### config.mk
export PLATFORM = sky130hd
export DESIGN_NAME = rrd_queue
export DESIGN_NICKNAME = d
export VERILOG_FILES = /design/src/rtl/rrd_pkg.sv /design/src/rtl/rrd_queue.sv
export SDC_FILE = /design/constraint.sdc
export NUM_CORES = 1
export LEC_CHECK = 0
export ABC_AREA = 1
export BUFFER_PORTS_ARGS = -buffer_cell sky130_fd_sc_hd__buf_2
export CORE_MARGIN = 2
export CORE_UTILIZATION = 23
export CTS_CLUSTER_DIAMETER = 100
export DETAILED_ROUTE_END_ITERATION = 7
export PLACE_DENSITY = 0.38
export SYNTH_ARGS = -nofsm -noshare
export SYNTH_HDL_FRONTEND = slang
export SYNTH_SLANG_ARGS = --single-unit
### constraint.sdc
create_clock -name clk -period 6.1 [get_ports clk]
set_input_delay 0.305 -clock clk [delete_from_list [all_inputs] [get_ports clk]]
set_output_delay 0.305 -clock clk [all_outputs]
set_load 0.005 [all_outputs]
### src/rtl/rrd_pkg.sv
// shared types, constants and register codes of the ripple detector
package rrd_pkg;

	localparam int RIP_W      = 42;
	localparam int MOT_W      = 43;
	localparam int WLEN_W     = 12;
	localparam int CFG_CNT_W  = 32;
	localparam int MODE_W     = 2;
	localparam int CFG_DATA_W = 43;
	localparam int CFG_IDX_W  = 3;

	localparam int DEF_MAX_WINDOW  = 2048;
	localparam int DEF_SAMPLE_BITS = 16;
	localparam int DEF_COUNT_BITS  = 32;

	localparam int QUEUE_DEPTH = 2;

	// register indexes
	localparam logic [CFG_IDX_W-1:0] CFG_RIP_THR    = 3'd0;
	localparam logic [CFG_IDX_W-1:0] CFG_MOT_THR    = 3'd1;
	localparam logic [CFG_IDX_W-1:0] CFG_WLEN       = 3'd2;
	localparam logic [CFG_IDX_W-1:0] CFG_MIN_ABOVE  = 3'd3;
	localparam logic [CFG_IDX_W-1:0] CFG_REFR       = 3'd4;
	localparam logic [CFG_IDX_W-1:0] CFG_MODE       = 3'd5;
	localparam logic [CFG_IDX_W-1:0] CFG_MIN_MOTION = 3'd6;
	localparam logic [CFG_IDX_W-1:0] CFG_MIN_STEADY = 3'd7;

	// motion source codes, anything else means gate off
	localparam logic [MODE_W-1:0] MODE_OFF   = 2'd0;
	localparam logic [MODE_W-1:0] MODE_EMG   = 2'd1;
	localparam logic [MODE_W-1:0] MODE_ACCEL = 2'd2;

	// register reset values
	localparam logic [WLEN_W-1:0]    RST_WLEN       = 12'd128;
	localparam logic [CFG_CNT_W-1:0] RST_MIN_ABOVE  = 32'd300;
	localparam logic [CFG_CNT_W-1:0] RST_REFR       = 32'd4200;
	localparam logic [CFG_CNT_W-1:0] RST_MIN_MOTION = 32'd300;
	localparam logic [CFG_CNT_W-1:0] RST_MIN_STEADY = 32'd150000;

	typedef struct packed {
		logic [RIP_W-1:0]     rip_thr;
		logic [MOT_W-1:0]     mot_thr;
		logic [WLEN_W-1:0]    wlen;
		logic [CFG_CNT_W-1:0] min_above;
		logic [CFG_CNT_W-1:0] refr;
		logic [MODE_W-1:0]    mode;
		logic [CFG_CNT_W-1:0] min_motion;
		logic [CFG_CNT_W-1:0] min_steady;
	} cfg_t;

	// closed window handed from front to back
	typedef struct packed {
		logic [RIP_W-1:0] rsum;
		logic [MOT_W-1:0] msum;
	} win_rec_t;

endpackage

### src/rtl/rrd_queue.sv
// short queue of closed windows between front and back
module rrd_queue import rrd_pkg::*; (
	input  logic     clk,
	input  logic     arst_n,
	input  logic     push,
	input  win_rec_t push_data,
	output logic     full,
	input  logic     pop,
	output win_rec_t pop_data,
	output logic     valid
);

	localparam int PW   = $clog2(QUEUE_DEPTH);
	localparam int CNTW = $clog2(QUEUE_DEPTH + 1);
	localparam logic [CNTW-1:0] FULL_CNT = CNTW'(QUEUE_DEPTH);

	win_rec_t        mem_q [QUEUE_DEPTH];
	logic [PW-1:0]   wr_ptr_q, rd_ptr_q;
	logic [CNTW-1:0] cnt_q;

	assign full     = cnt_q == FULL_CNT;
	assign valid    = cnt_q != '0;
	assign pop_data = mem_q[rd_ptr_q];

	always_ff @(posedge clk or negedge arst_n) begin
		if (!arst_n) begin
			wr_ptr_q <= '0;
			rd_ptr_q <= '0;
			cnt_q    <= '0;
		end else begin
			if (push) wr_ptr_q <= wr_ptr_q + 1'b1;
			if (pop) rd_ptr_q <= rd_ptr_q + 1'b1;
			unique case ({push, pop})
				2'b10:   cnt_q <= cnt_q + 1'b1;
				2'b01:   cnt_q <= cnt_q - 1'b1;
				default: cnt_q <= cnt_q;
			endcase
		end
	end

	always_ff @(posedge clk) begin
		if (push) mem_q[wr_ptr_q] <= push_data;
	end

endmodule

==> metrics.txt, run 1 <==
depth of the worst hold-timing path 1; CP Data Arrival Time 2.16 ns; HPWL after DPL roughly 8700 um; crit-path max FO 78; final RePlAce weighted congestion ~0.7; number of CTS-inserted buffers 17; ANT cells 0; WS Path Type flop to primary output; final setup vio count 0; die width between 150 and 200 um; nets ~740; Worst slew margin between 20% and 30%; post-synthesis cell type count 18; Power Internal 2.57 mW; Routed wire per std cell between 10 and 15 um; clk sinks 174; Pre-Repair DR Iteration Count 5; Post-Syn Nets 558; Syn Area/Cell ~14 um^2; switching share of total power 31.2%; Synth Register Bits roughly 170; antenna-violating nets left 0; min cycle time layout 2.47 ns; slowest cell delay on critical path between 0.6 and 0.7 ns; port bufs between 150 and 200; Post-Route Setup TNS 0 ns; status complete, no violations; Clock Power Share between 20% and 30%; Total GRT Usage 9.39%; chip height between 150 and 200 um; # fillers between 2000 and 3000; vias in the first global route 4075; routed wire length between 10000 and 15000 um; P per Cell Area approximately 440 nW/um^2; CTS tree yes; Post-Synthesis Cells between 400 and 500; RSZ-0062 raised after global routing false; top cell type's share of synthesized area 77.5%; Mapped Area approximately 6600 um^2; Initial DRC Count ~170; maximum root-to-sink buffer count 2; fin util between 30 and 40%; Worst Tran Pin Value around 1.1 ns; Gate power share 26.5%; layout cell share with drive strength beyond 1 between 30 and 40%; largest net degree at the start of global routing roughly 80; Psw roughly 1.2 mW; H-Tree Level Count 4; Design Power approximately 3.7 mW; Hold WC Path Type input pin to flop; max-cap violations 0; grt total ovfl 0; post-synth top area cell edfxtp_1; Max VDD drop roughly 0.00018 V; R2R depth 3; Final Cycle Share between 40% and 50%; Leakage between 3 and 4 nW; initial antenna violation count 0; clk_lat worst skew 0.42 ns; CP max-delay cell buf_4; # IOs ~180; pins over their slew limit 0; crit path capture type primary output; first-pass GRT wire length about 22000 um; Final Skew between 0.015 and 0.02 ns; DIE AREA 30000 um^2; core box area around 28000 um^2; final hold viol count 0; Seq pwr share roughly 44%; via count approximately 3900; worst-path cell chain buf_4 -> o21ai_0 -> buf_2; drc violations 0; clk root buf clkbuf_16; synth top area cells edfxtp_1 (78%), inv_1 (5.2%), nand2_1 (5.0%), o21ai_1 (4.4%), buf_6 (1.5%); Achievable Freq between 400 and 500 MHz; Vias/cell around 3.7; Worst setup SP type flop; Synth Warn # 0; P&R area growth vs syn 27.8%; sequential area share after synthesis 79.1%; Clock transition at path regs 0.07 ns; Starting Density a little under a quarter; Setup Fix Bufs, Post-CTS 0; Rows 61; Required @ worst endpoint ~5.8 ns
[synth_stat cells (all sizes together)]
cell / instances
edfxtp: 170
inv: 91
nand2: 91
o21ai: 85
buf: 17
dfrtp: 4
clkbuf: 2
nor2: 2
xor2: 2
ha: 1
nand3: 1
nand4: 1
xnor2: 1
[routing by layer]
metal  track usage (%)  part of all wire (%)  vias to the layer above
met3              2.73                   5.2                        5
met1              12.1                    47                     1838
met5                 0                     0                        -
met2              15.1                    47                      105
met4              3.39                  0.74                        0
li1                  -                     -                     1943
[critical path: cells and delay by family, from the launching register on]
kind	cells	cell delay, ns
buffers and inverters	2	0.82
DFF	1	0.54
AOI/OAI and AO/OA	1	0.29
[registers in the layout (all words and copies together) (netlist names)]
signal    cells
cnt_q         2
mem_q       170
rd_ptr_q      1
wr_ptr_q      1
[logic make-up (layout without fill, tap and decap cells)]
kind of cell,count (synthesis),after routing,synth area share (%)
flops,174,174,79.1
compound gates,85,85,6.97
xor+xnor,3,3,0.399
buf+inv,110,304,7.75
simple gates,95,95,5.63
fa+ha+maj,1,1,0.190
[path summary, 6_finish.rpt]
check	endpoint	slack, ns	from
setup / recovery	pop_data[50]	3.63	rd_ptr_q
hold / removal	mem_q[0][35]	0.07	push_data[35]
min in group asynchronous	rd_ptr_q	0.24	arst_n
hold reg to reg	cnt_q[1]	0.48	cnt_q[1]
max in group asynchronous	rd_ptr_q	5.71	arst_n
setup reg to reg	mem_q[1][22]	4.08	wr_ptr_q
[what timing repair did]
action                                 4_1_cts  5_1_grt
setup endpoints to repair                    0        0
resized for setup                            0        0
endpoints found under the hold margin        4        0
hold buffers                                 1        0
[cell type report]
cell class	instances	area, um^2	share of cell area [%]
multi-input cells	184	876	10.4
inverters	91	344	4.09
well taps	378	473	5.62
clock buffers	18	429	5.10
flip-flops and latches	174	5210	61.9
clock inverters	14	159	1.89
repair buffers	181	923	11.0
[power by group through the flow]
stage / logic, mW / clock network [mW] / registers [mW]
3_5_place_dp: 1.03 / 0 / 1.69
5_1_grt: 1.14 / 1.19 / 1.68
2_1_floorplan: 0.629 / 0 / 1.68
3_3_place_gp: 1.02 / 0 / 1.68
4_1_cts: 1.03 / 1.13 / 1.66
6_report: 0.989 / 1.09 / 1.66
[metrics by stage]
stage                     worst slack, ns  hold WS [ns]  area (um^2)  cells
after detailed placement             3.97         0.125         7820   1007
after floorplan                      1.61       0.00941         6580    468
after global routing                 3.44        0.0408         8410   1040
final                                3.63        0.0680         8410   1040
after CTS                            3.60        0.0449         8410   1040
after global placement               4.01         0.128         7820   1007
[layout by cell type, fill, tap and decap left out]
cell type      count
clkinvlp_4         1
xnor2_1            1
clkbuf_1           1
ha_1               1
o21ai_2            9
clkbuf_16         17
nand4_1            1
o21ai_1           58
dlygate4sd3_1      1
clkinv_1           2
inv_1             90
inv_4              1
dfrtp_4            1
bufinv_16          2
clkinv_4           5
edfxtp_1         170
dfrtp_1            3
nand2_1           87
nor2_4             1
nor2_1             1
inv_6              2
buf_4              5
buf_2            175
inv_8              2
xor2_1             2
nand3_1            1
nand2_2            4
o21ai_0           18
Power figures use the tool's default switching activity.
==> inputs of run 2 (changes only) <==
- clock period: 6.1 -> 2.5 ns (I/O delays scaled with it)
==> metrics.txt, run 2 (synthesized netlist as in run 1, its figures left out) <==
Starting Density about a quarter; vias in the first global route around 4400; Max VDD drop about 0.00037 V; final RePlAce weighted congestion 0.717; CP Data Arrival Time approximately 1.9 ns; chip height 173 um; pins over their slew limit 0; CP max-delay cell dfrtp_4; clk_lat worst skew slightly above 0.4 ns; Worst setup SP type flop; Final Cycle Share between 80 and 90%; Area after DPL between 7000 and 8000 um^2; crit path capture type primary output; initial antenna violation count 0; fin util ~33%; final setup vio count 0; via count 4245; maximum root-to-sink buffer count 2; max-cap violations 0; die width around 170 um; P per Cell Area between 900 and 1000 nW/um^2; Reg with most FFs mem_q; Pre-Repair DR Iteration Count 4; Final Skew just under 0.01 ns; most frequent cells in the layout buf_2 (175), edfxtp_1 (170), inv_1 (90), dlygate4sd3_1 (88), nand2_1 (87); grt total ovfl 0; Worst Tran Pin Value a little under 0.7 ns; final hold viol count 0; port bufs ~180; Clock transition at path regs 0.07 ns; leading cell type in the layout, fill and taps excluded buf_2; # IOs approximately 180; core box area about 28000 um^2; Rows 61; Initial DRC Count between 200 and 250; # resized after CTS 0; worst-path cell chain buf_12 -> nand2_1 -> o21ai_1 -> buf_2; layout cell share with drive strength beyond 1 30.1%; P&R area growth vs syn 41.6%; Required @ worst endpoint 2.38 ns; nets 827; Routed wire per std cell 12.7 um; hold slack final just over 0.07 ns; top flop regs mem_q (170), cnt_q (2); drc violations 0; status complete, no violations; Achievable Freq just under 500 MHz; design area 9320 um^2; RSZ-0062 raised after global routing false; Leakage roughly 3.9 nW; Vias/cell about 3.8; slowest cell delay on critical path 0.86 ns; clk root buf clkbuf_16; WS Path Type flop to primary output; crit-path max FO about 60; clk sinks roughly 170; Total GRT Usage 9.80%; ANT cells 0; CTS tree yes; antenna-violating nets left 0; routed wire length between 10000 and 15000 um; min cycle time layout around 2.1 ns; first-pass GRT wire length ~23000 um; Worst slew margin around 55%; number of CTS-inserted buffers 17; max FFs per register 170; Hold WC Path Type input pin to asynchronous set/reset pin; largest net degree at the start of global routing 86; HPWL after DPL 9100 um; H-Tree Level Count 4; DIE AREA 30000 um^2
==> run 2: worst max-delay path, delay by kind of cell (launching register included) <==
family          cells  cell delay [ns]
flops               1             0.86
simple gates        1             0.07
compound gates      1             0.10
buf+inv             2             0.45
==> run 2: final timing paths <==
kind,from,endpoint,slack (ns),cells past startpoint
setup / recovery,rd_ptr_q,pop_data[61],0.44,4
hold / removal,arst_n,cnt_q[0],0.07,2
setup reg to reg,wr_ptr_q,mem_q[1][6],0.88,3
hold reg to reg,cnt_q[1],cnt_q[1],0.48,2
max in group asynchronous,arst_n,rd_ptr_q,2.29,2
min in group clk,push_data[20],mem_q[0][20],0.42,2
==> run 2: what timing repair did <==
item,in CTS,in global routing
hold buffers,88,0
setup buffers,0,0
hold endpoints to repair,176,0
==> run 2: layout make-up <==
class | instances | area (um^2)
inverters | 91 | 344
clock buffers | 20 | 437
multi-input cells | 184 | 876
well taps | 378 | 473
fillers | 2849 | 18700
clock inverters | 12 | 130
repair buffers | 269 | 1850
flip-flops and latches | 174 | 5210
==> run 2: through the flow <==
| step | worst slack [ns] | setup TNS (ns) | instances | total power [mW] |
|---|---|---|---|---|
| finish | 0.441 | 0 | 1128 | 9.23 |
| global route | 0.225 | 0 | 1128 | 9.90 |
| CTS | 0.347 | 0 | 1128 | 9.46 |
| detailed placement | 0.817 | 0 | 1008 | 6.73 |
| global placement | 0.823 | 0 | 1008 | 6.69 |
| floorplan | -0.0566 | -4.81 | 468 | 5.61 |
==> run 2: power by group <==
part / internal (mW) / switching (mW)
registers: 3.87 / 0.287
clock network: 1.40 / 1.16
logic: 1.06 / 1.45
==> run 2: metal layers <==
| layer | up-vias | GRT usage, % | share of wire (%) |
|---|---|---|---|
| met5 | - | 0 | 0 |
| met3 | 6 | 3.14 | 5.1 |
| li1 | 2119 | - | - |
| met4 | 0 | 2.97 | 0.85 |
| met2 | 98 | 17.3 | 51 |
| met1 | 2022 | 11.3 | 43 |
