===== config.mk =====
export PLATFORM = sky130hd
export DESIGN_NAME = rrd_front_flat
export DESIGN_NICKNAME = d
export VERILOG_FILES = /design/src/rtl/rrd_pkg.sv /design/src/rtl/rrd_in_if.sv /design/src/rtl/rrd_front.sv /design/src/flat_wrapper.sv
export SDC_FILE = /design/constraint.sdc
export NUM_CORES = 2
export LEC_CHECK = 0
export ABC_AREA = 1
export BUFFER_PORTS_ARGS = -buffer_cell sky130_fd_sc_hd__buf_4
export CORE_ASPECT_RATIO = 0.5
export CORE_MARGIN = 4
export CORE_UTILIZATION = 58
export DETAILED_ROUTE_END_ITERATION = 7
export GPL_ROUTABILITY_DRIVEN = 0
export MAX_ROUTING_LAYER = met4
export PLACE_DENSITY_LB_ADDON = 0.2
export SYNTH_ARGS = -nofsm -noshare
export SYNTH_HDL_FRONTEND = slang
export SYNTH_SLANG_ARGS = --single-unit

===== constraint.sdc =====
create_clock -name clk -period 6.45 [get_ports clk]
set_input_delay 0.9675 -clock clk [delete_from_list [all_inputs] [get_ports clk]]
set_output_delay 0.9675 -clock clk [all_outputs]
set_load 0.05 [all_outputs]

===== src/rtl/rrd_pkg.sv =====
// shared types, constants and register codes of the ripple detector
package rrd_pkg;

	localparam int RIP_W      = 42;
	localparam int MOT_W      = 43;
	localparam int WLEN_W     = 12;
	localparam int CFG_CNT_W  = 32;
	localparam int MODE_W     = 2;
	localparam int CFG_DATA_W = 43;
	localparam int CFG_IDX_W  = 3;

	localparam int DEF_MAX_WINDOW  = 2048;
	localparam int DEF_SAMPLE_BITS = 16;
	localparam int DEF_COUNT_BITS  = 32;

	localparam int QUEUE_DEPTH = 2;

	// register indexes
	localparam logic [CFG_IDX_W-1:0] CFG_RIP_THR    = 3'd0;
	localparam logic [CFG_IDX_W-1:0] CFG_MOT_THR    = 3'd1;
	localparam logic [CFG_IDX_W-1:0] CFG_WLEN       = 3'd2;
	localparam logic [CFG_IDX_W-1:0] CFG_MIN_ABOVE  = 3'd3;
	localparam logic [CFG_IDX_W-1:0] CFG_REFR       = 3'd4;
	localparam logic [CFG_IDX_W-1:0] CFG_MODE       = 3'd5;
	localparam logic [CFG_IDX_W-1:0] CFG_MIN_MOTION = 3'd6;
	localparam logic [CFG_IDX_W-1:0] CFG_MIN_STEADY = 3'd7;

	// motion source codes, anything else means gate off
	localparam logic [MODE_W-1:0] MODE_OFF   = 2'd0;
	localparam logic [MODE_W-1:0] MODE_EMG   = 2'd1;
	localparam logic [MODE_W-1:0] MODE_ACCEL = 2'd2;

	// register reset values
	localparam logic [WLEN_W-1:0]    RST_WLEN       = 12'd128;
	localparam logic [CFG_CNT_W-1:0] RST_MIN_ABOVE  = 32'd300;
	localparam logic [CFG_CNT_W-1:0] RST_REFR       = 32'd4200;
	localparam logic [CFG_CNT_W-1:0] RST_MIN_MOTION = 32'd300;
	localparam logic [CFG_CNT_W-1:0] RST_MIN_STEADY = 32'd150000;

	typedef struct packed {
		logic [RIP_W-1:0]     rip_thr;
		logic [MOT_W-1:0]     mot_thr;
		logic [WLEN_W-1:0]    wlen;
		logic [CFG_CNT_W-1:0] min_above;
		logic [CFG_CNT_W-1:0] refr;
		logic [MODE_W-1:0]    mode;
		logic [CFG_CNT_W-1:0] min_motion;
		logic [CFG_CNT_W-1:0] min_steady;
	} cfg_t;

	// closed window handed from front to back
	typedef struct packed {
		logic [RIP_W-1:0] rsum;
		logic [MOT_W-1:0] msum;
	} win_rec_t;

endpackage


===== src/rtl/rrd_in_if.sv =====
// sample channel interface
interface rrd_in_if import rrd_pkg::*; #(
	parameter int SAMPLE_BITS = DEF_SAMPLE_BITS
);
	logic                          valid;
	logic                          ready;
	logic signed [SAMPLE_BITS-1:0] ripple_sample;
	logic signed [SAMPLE_BITS-1:0] emg_sample;
	logic signed [SAMPLE_BITS-1:0] accel_x;
	logic signed [SAMPLE_BITS-1:0] accel_y;
	logic signed [SAMPLE_BITS-1:0] accel_z;

	modport source (output valid, ripple_sample, emg_sample, accel_x, accel_y, accel_z,
		input ready);
	modport sink (input valid, ripple_sample, emg_sample, accel_x, accel_y, accel_z,
		output ready);
endinterface


===== src/rtl/rrd_front.sv =====
// front end: squares samples and accumulates window sums
module rrd_front import rrd_pkg::*; #(
	parameter int SAMPLE_BITS = DEF_SAMPLE_BITS,
	parameter int MAX_WINDOW  = DEF_MAX_WINDOW,
	localparam int WP_W       = $clog2(MAX_WINDOW + 1)
) (
	input  logic            clk,
	input  logic            arst_n,
	rrd_in_if.sink          smp,
	input  cfg_t            cfg,
	input  logic [WP_W-1:0] win_len,
	input  logic            q_full,
	output logic            q_push,
	output win_rec_t        q_data
);

	localparam int SQ_W = 2 * SAMPLE_BITS;
	localparam int MS_W = SQ_W + 2;
	localparam int RW   = ((RIP_W > SQ_W) ? RIP_W : SQ_W) + 1;
	localparam int MW   = ((MOT_W > MS_W) ? MOT_W : MS_W) + 1;
	localparam logic [RW-1:0] RIP_CAP = {{(RW - RIP_W){1'b0}}, {RIP_W{1'b1}}};
	localparam logic [MW-1:0] MOT_CAP = {{(MW - MOT_W){1'b0}}, {MOT_W{1'b1}}};

	function automatic logic [SAMPLE_BITS-1:0] mag(input logic [SAMPLE_BITS-1:0] v);
		return v[SAMPLE_BITS-1] ? (~v + 1'b1) : v;
	endfunction

	logic [SAMPLE_BITS-1:0] r_mag, e_mag, x_mag, y_mag, z_mag;
	logic                   valid_s1, valid_s2;
	logic [SQ_W-1:0]        rsq_s1, esq_s1, xsq_s1, ysq_s1, zsq_s1;
	logic [SQ_W-1:0]        rsq_s2;
	logic [MS_W-1:0]        msq_s1_sel;
	logic [MS_W-1:0]        msq_s2;
	logic [RIP_W-1:0]       rip_acc_q, rip_next;
	logic [MOT_W-1:0]       mot_acc_q, mot_next;
	logic [RW-1:0]          rip_sum;
	logic [MW-1:0]          mot_sum;
	logic [WP_W-1:0]        pos_q, pos_inc;
	logic                   close, stall, en;

	assign r_mag = mag(smp.ripple_sample);
	assign e_mag = mag(smp.emg_sample);
	assign x_mag = mag(smp.accel_x);
	assign y_mag = mag(smp.accel_y);
	assign z_mag = mag(smp.accel_z);

	always_comb begin
		unique case (cfg.mode)
			MODE_EMG:   msq_s1_sel = MS_W'(esq_s1);
			MODE_ACCEL: msq_s1_sel = MS_W'(xsq_s1) + MS_W'(ysq_s1) + MS_W'(zsq_s1);
			default:    msq_s1_sel = '0;
		endcase
	end

	assign rip_sum  = RW'(rip_acc_q) + RW'(rsq_s2);
	assign mot_sum  = MW'(mot_acc_q) + MW'(msq_s2);
	assign rip_next = (rip_sum > RIP_CAP) ? {RIP_W{1'b1}} : rip_sum[RIP_W-1:0];
	assign mot_next = (mot_sum > MOT_CAP) ? {MOT_W{1'b1}} : mot_sum[MOT_W-1:0];

	assign pos_inc = pos_q + 1'b1;
	assign close   = pos_inc >= win_len;
	// hold the whole front while a closing window cannot enter the queue
	assign stall   = valid_s2 && close && q_full;
	assign en      = !stall;

	assign smp.ready   = en;
	assign q_push      = valid_s2 && close && !q_full;
	assign q_data.rsum = rip_next;
	assign q_data.msum = mot_next;

	always_ff @(posedge clk or negedge arst_n) begin
		if (!arst_n) begin
			valid_s1  <= 1'b0;
			valid_s2  <= 1'b0;
			rip_acc_q <= '0;
			mot_acc_q <= '0;
			pos_q     <= '0;
		end else if (en) begin
			valid_s1 <= smp.valid;
			valid_s2 <= valid_s1;
			if (valid_s2) begin
				if (close) begin
					rip_acc_q <= '0;
					mot_acc_q <= '0;
					pos_q     <= '0;
				end else begin
					rip_acc_q <= rip_next;
					mot_acc_q <= mot_next;
					pos_q     <= pos_inc;
				end
			end
		end
	end

	always_ff @(posedge clk) begin
		if (en) begin
			rsq_s1 <= SQ_W'(r_mag) * SQ_W'(r_mag);
			esq_s1 <= SQ_W'(e_mag) * SQ_W'(e_mag);
			xsq_s1 <= SQ_W'(x_mag) * SQ_W'(x_mag);
			ysq_s1 <= SQ_W'(y_mag) * SQ_W'(y_mag);
			zsq_s1 <= SQ_W'(z_mag) * SQ_W'(z_mag);
			rsq_s2 <= rsq_s1;
			msq_s2 <= msq_s1_sel;
		end
	end

endmodule


===== src/flat_wrapper.sv =====
// flat-port wrapper written by rule: the top's interface ports become plain ports
module rrd_front_flat import rrd_pkg::*;
#(
	parameter int SAMPLE_BITS = DEF_SAMPLE_BITS,
	parameter int MAX_WINDOW  = DEF_MAX_WINDOW,
	localparam int WP_W       = $clog2(MAX_WINDOW + 1)
)
  (clk, arst_n, cfg, win_len, q_full, q_push, q_data, smp_valid, smp_ripple_sample, smp_emg_sample, smp_accel_x, smp_accel_y, smp_accel_z, smp_ready);
  rrd_in_if #(.SAMPLE_BITS(SAMPLE_BITS)) smp_i ();
  input  logic clk;
  input  logic arst_n;
  input  cfg_t cfg;
  input  logic [WP_W-1:0] win_len;
  input  logic q_full;
  output logic q_push;
  output win_rec_t q_data;
  input wire logic [$bits(smp_i.valid)-1:0] smp_valid;
  input wire logic [$bits(smp_i.ripple_sample)-1:0] smp_ripple_sample;
  input wire logic [$bits(smp_i.emg_sample)-1:0] smp_emg_sample;
  input wire logic [$bits(smp_i.accel_x)-1:0] smp_accel_x;
  input wire logic [$bits(smp_i.accel_y)-1:0] smp_accel_y;
  input wire logic [$bits(smp_i.accel_z)-1:0] smp_accel_z;
  output wire logic [$bits(smp_i.ready)-1:0] smp_ready;
  assign smp_i.valid = smp_valid;
  assign smp_i.ripple_sample = smp_ripple_sample;
  assign smp_i.emg_sample = smp_emg_sample;
  assign smp_i.accel_x = smp_accel_x;
  assign smp_i.accel_y = smp_accel_y;
  assign smp_i.accel_z = smp_accel_z;
  assign smp_ready = smp_i.ready;
  rrd_front #(.SAMPLE_BITS(SAMPLE_BITS), .MAX_WINDOW(MAX_WINDOW)) u_core (.clk(clk), .arst_n(arst_n), .smp(smp_i), .cfg(cfg), .win_len(win_len), .q_full(q_full), .q_push(q_push), .q_data(q_data));
endmodule

==> metrics.cfg <==
[critical_path]
arrival_ns=6.94
crit_path_max_fanout=5
cp_slowest_stage_delay_ns=0.55
crit_top_cell=fa_1
critPathKind=in2reg
crit_required_ns=6.76
cp_slowest_cell=fa_1
endpoint_kind=flip-flop
r2r_setup_slack_ns=1.85
cp-start-kind=input pin

[floorplan]
dieArea_um2=109000
start_util=0.586
core.rowCount=83
dieWidth_um=464
fp.dieH_um=236
core-area_um2=103000
ios=410

[synthesis]
synthTopCellsByArea=fa_1 (27%), ha_1 (13%), nand2_1 (12%)
synthCells=7804
synth_top_area_cell=fa_1
synth-edff-count=220
synth_top_area_share=0.272
yosysSeqAreaShare=0.151
synth_flop_cell=edfxtp_1
synth_cell_types=68
synthArstFlopShare=0.310
ys_warn_count=0
syn_area_per_cell_um2=7.72
ys_seq_elements=319
synth.most_common_cell=nand2_1
syn_area_um2=60300
synthTopCellsByCount=nand2_1 (1882), inv_1 (1791), fa_1 (818)

[place]
portBuffers=184
post-dp-hpwl_um=144000
dpl.cell_count=10200

[finish]
final_core_util=0.749
area_delta_synth_final_pct=27.8
final_cell_count_no_fill=10400
nets=10800
drive_gt1_frac=0.255

[timing]
holdWs_ns=0.381
setup_ws_ns=-0.175
slew_headroom=0.336
tns_ns=-1.59
rsz0062_at_grt=true
period_needed_ns=6.63
worst_slew_pin_slew_ns=0.997
fmax_mhz=151
fin_skew_ns=0.0528
post-route-period-util=1.03
hold_viol_final=0
maxSlewViolCount=0
setup_viol=29

[grt]
grt_pass1_wl_um=273000
grt_start_max_net_pins=114
gr-total-overflow=0
track_usage=0.318
grt_antenna_before_repair=5
grt_pass1_vias=53900

[clock_tree]
clockBufferDepth=3
clkSlewWorstSetupHoldPaths_ns=0.07
clock_sinks=319
postCtsHoldBufs=0
clockRootBuffer=clkbuf_16
clock_latency_ns=0.61
cts_htree_levels=2
tritoncts=yes
cts-buffers-inserted=34

[status]
violations=DRC, setup timing
status=finished with violations

[route]
routed_wl_um=183000
ant_nets=0
wl_per_cell_um=17.6
drc_errors=2
first_iter_violations=5177
avgViaCountPerCell=5.37
via_count=55900
drt-pass1-iter-count=8

[run]
cap_violations=0

[min_path]
hold_class=in2async

[layout by cell type (no fill, tap or decap), drive strengths merged, types with 3 or more instances in the layout]
cell type	synthesis	routed
nand4	66	66
clkinvlp	0	15
nand3b	15	15
clkbuf	41	36
clkinv	18	27
buf	62	1224
edfxtp	220	220
fa	818	818
inv	1827	1824
a21oi	301	301
ha	632	632
o21a	9	9
nand3	293	293
a31o	5	5
nand2	1953	1953
or2	24	24
xor2	145	145
o21ai	225	225
conb	2	55
nor3	71	71
a21o	26	26
nor3b	4	4
a21boi	13	13
xnor2	94	94
o31ai	5	5
a211oi	6	6
dfrtp	99	99
o21bai	32	32
nor2	729	729
bufinv	0	5
o211ai	14	14
and3	5	5
or3	4	4
a31oi	20	20
diode	0	3
and2	5	5
nor4	13	13
[per-stage QoR]
step	cell area, µm²	setup WS [ns]
global route	77000	-0.350
finish	77000	-0.175
floorplan	62200	-0.209
CTS	72900	-0.0264
global placement	71500	-0.664
detailed placement	71500	-0.754
[worst paths after layout]
path / startpoint / cells after the start / end
worst max-delay path: smp_ripple_sample[0] / 31 / u_core.rsq_s1[25]
worst min-delay path: arst_n / 1 / u_core.pos_q[5]
worst max register to register: u_core.ysq_s1[4] / 20 / u_core.msq_s2[31]
worst min register to register: u_core.rsq_s1[30] / 0 / u_core.rsq_s2[30]
max in group asynchronous: arst_n / 2 / u_core.rip_acc_q[5]
min in group clk: u_core.rsq_s1[30] / 0 / u_core.rsq_s2[30]
[registers in the layout, indices dropped and copies added, names as in the netlist, 31 cells and up]
register,flops
u_core.ysq_s1,31
u_core.msq_s2,34
u_core.rsq_s1,31
u_core.rsq_s2,31
u_core.mot_acc_q,43
u_core.esq_s1,31
u_core.rip_acc_q,42
u_core.zsq_s1,31
u_core.xsq_s1,31
[timing repair]
action | in CTS | in global routing
gates resized for setup | 46 | 810
setup endpoints to repair | 39 | 100
pin swaps | 14 | 458
setup buffers | 2 | 138
[cell families (layout without fill, tap and decap cells)]
kind of cell	count (synthesis)	after routing	synth area share
simple gates	3183	3183	0.224
buf+inv	1948	3131	0.125
fa+ha+maj	1450	1450	0.403
compound gates	663	663	0.0613
flops	319	319	0.151
xor+xnor	239	239	0.0354
other cells	2	58	0.000125
[critical path: cells and delay by family]
family / cells / cell delay (ns)
AO/OA/AOI/OAI: 2 / 0.22
AND/OR/NAND/NOR: 9 / 1.03
buffers and inverters: 10 / 0.89
adder cells (fa/ha/maj): 8 / 3.41
XOR/XNOR: 2 / 0.41
[layer usage]
layer / track usage / wire length, µm / up-vias / part of all wire
met1: 0.436 / 73700 / 26700 / 0.40
met3: 0.0444 / 16400 / 541 / 0.090
met2: 0.505 / 85800 / 2411 / 0.47
met5: - / 0 / - / 0
li1: - / - / 26200 / -
met4: 0.0726 / 7130 / 0 / 0.039
[area by class of cell]
class                   instances  area, µm²
flip-flops and latches        319       9080
diodes                          3       7.51
repair buffers               1224       9760
clock inverters                26        343
inverters                    1845       7150
multi-input cells            5590      48100
well taps                    1360       1700
fillers                      7163      25800
clock buffers                  36        858
Power is left out: the tool's default activity adds up to more than one toggle a clock period on the data nets, which glitch-free logic cannot reach.
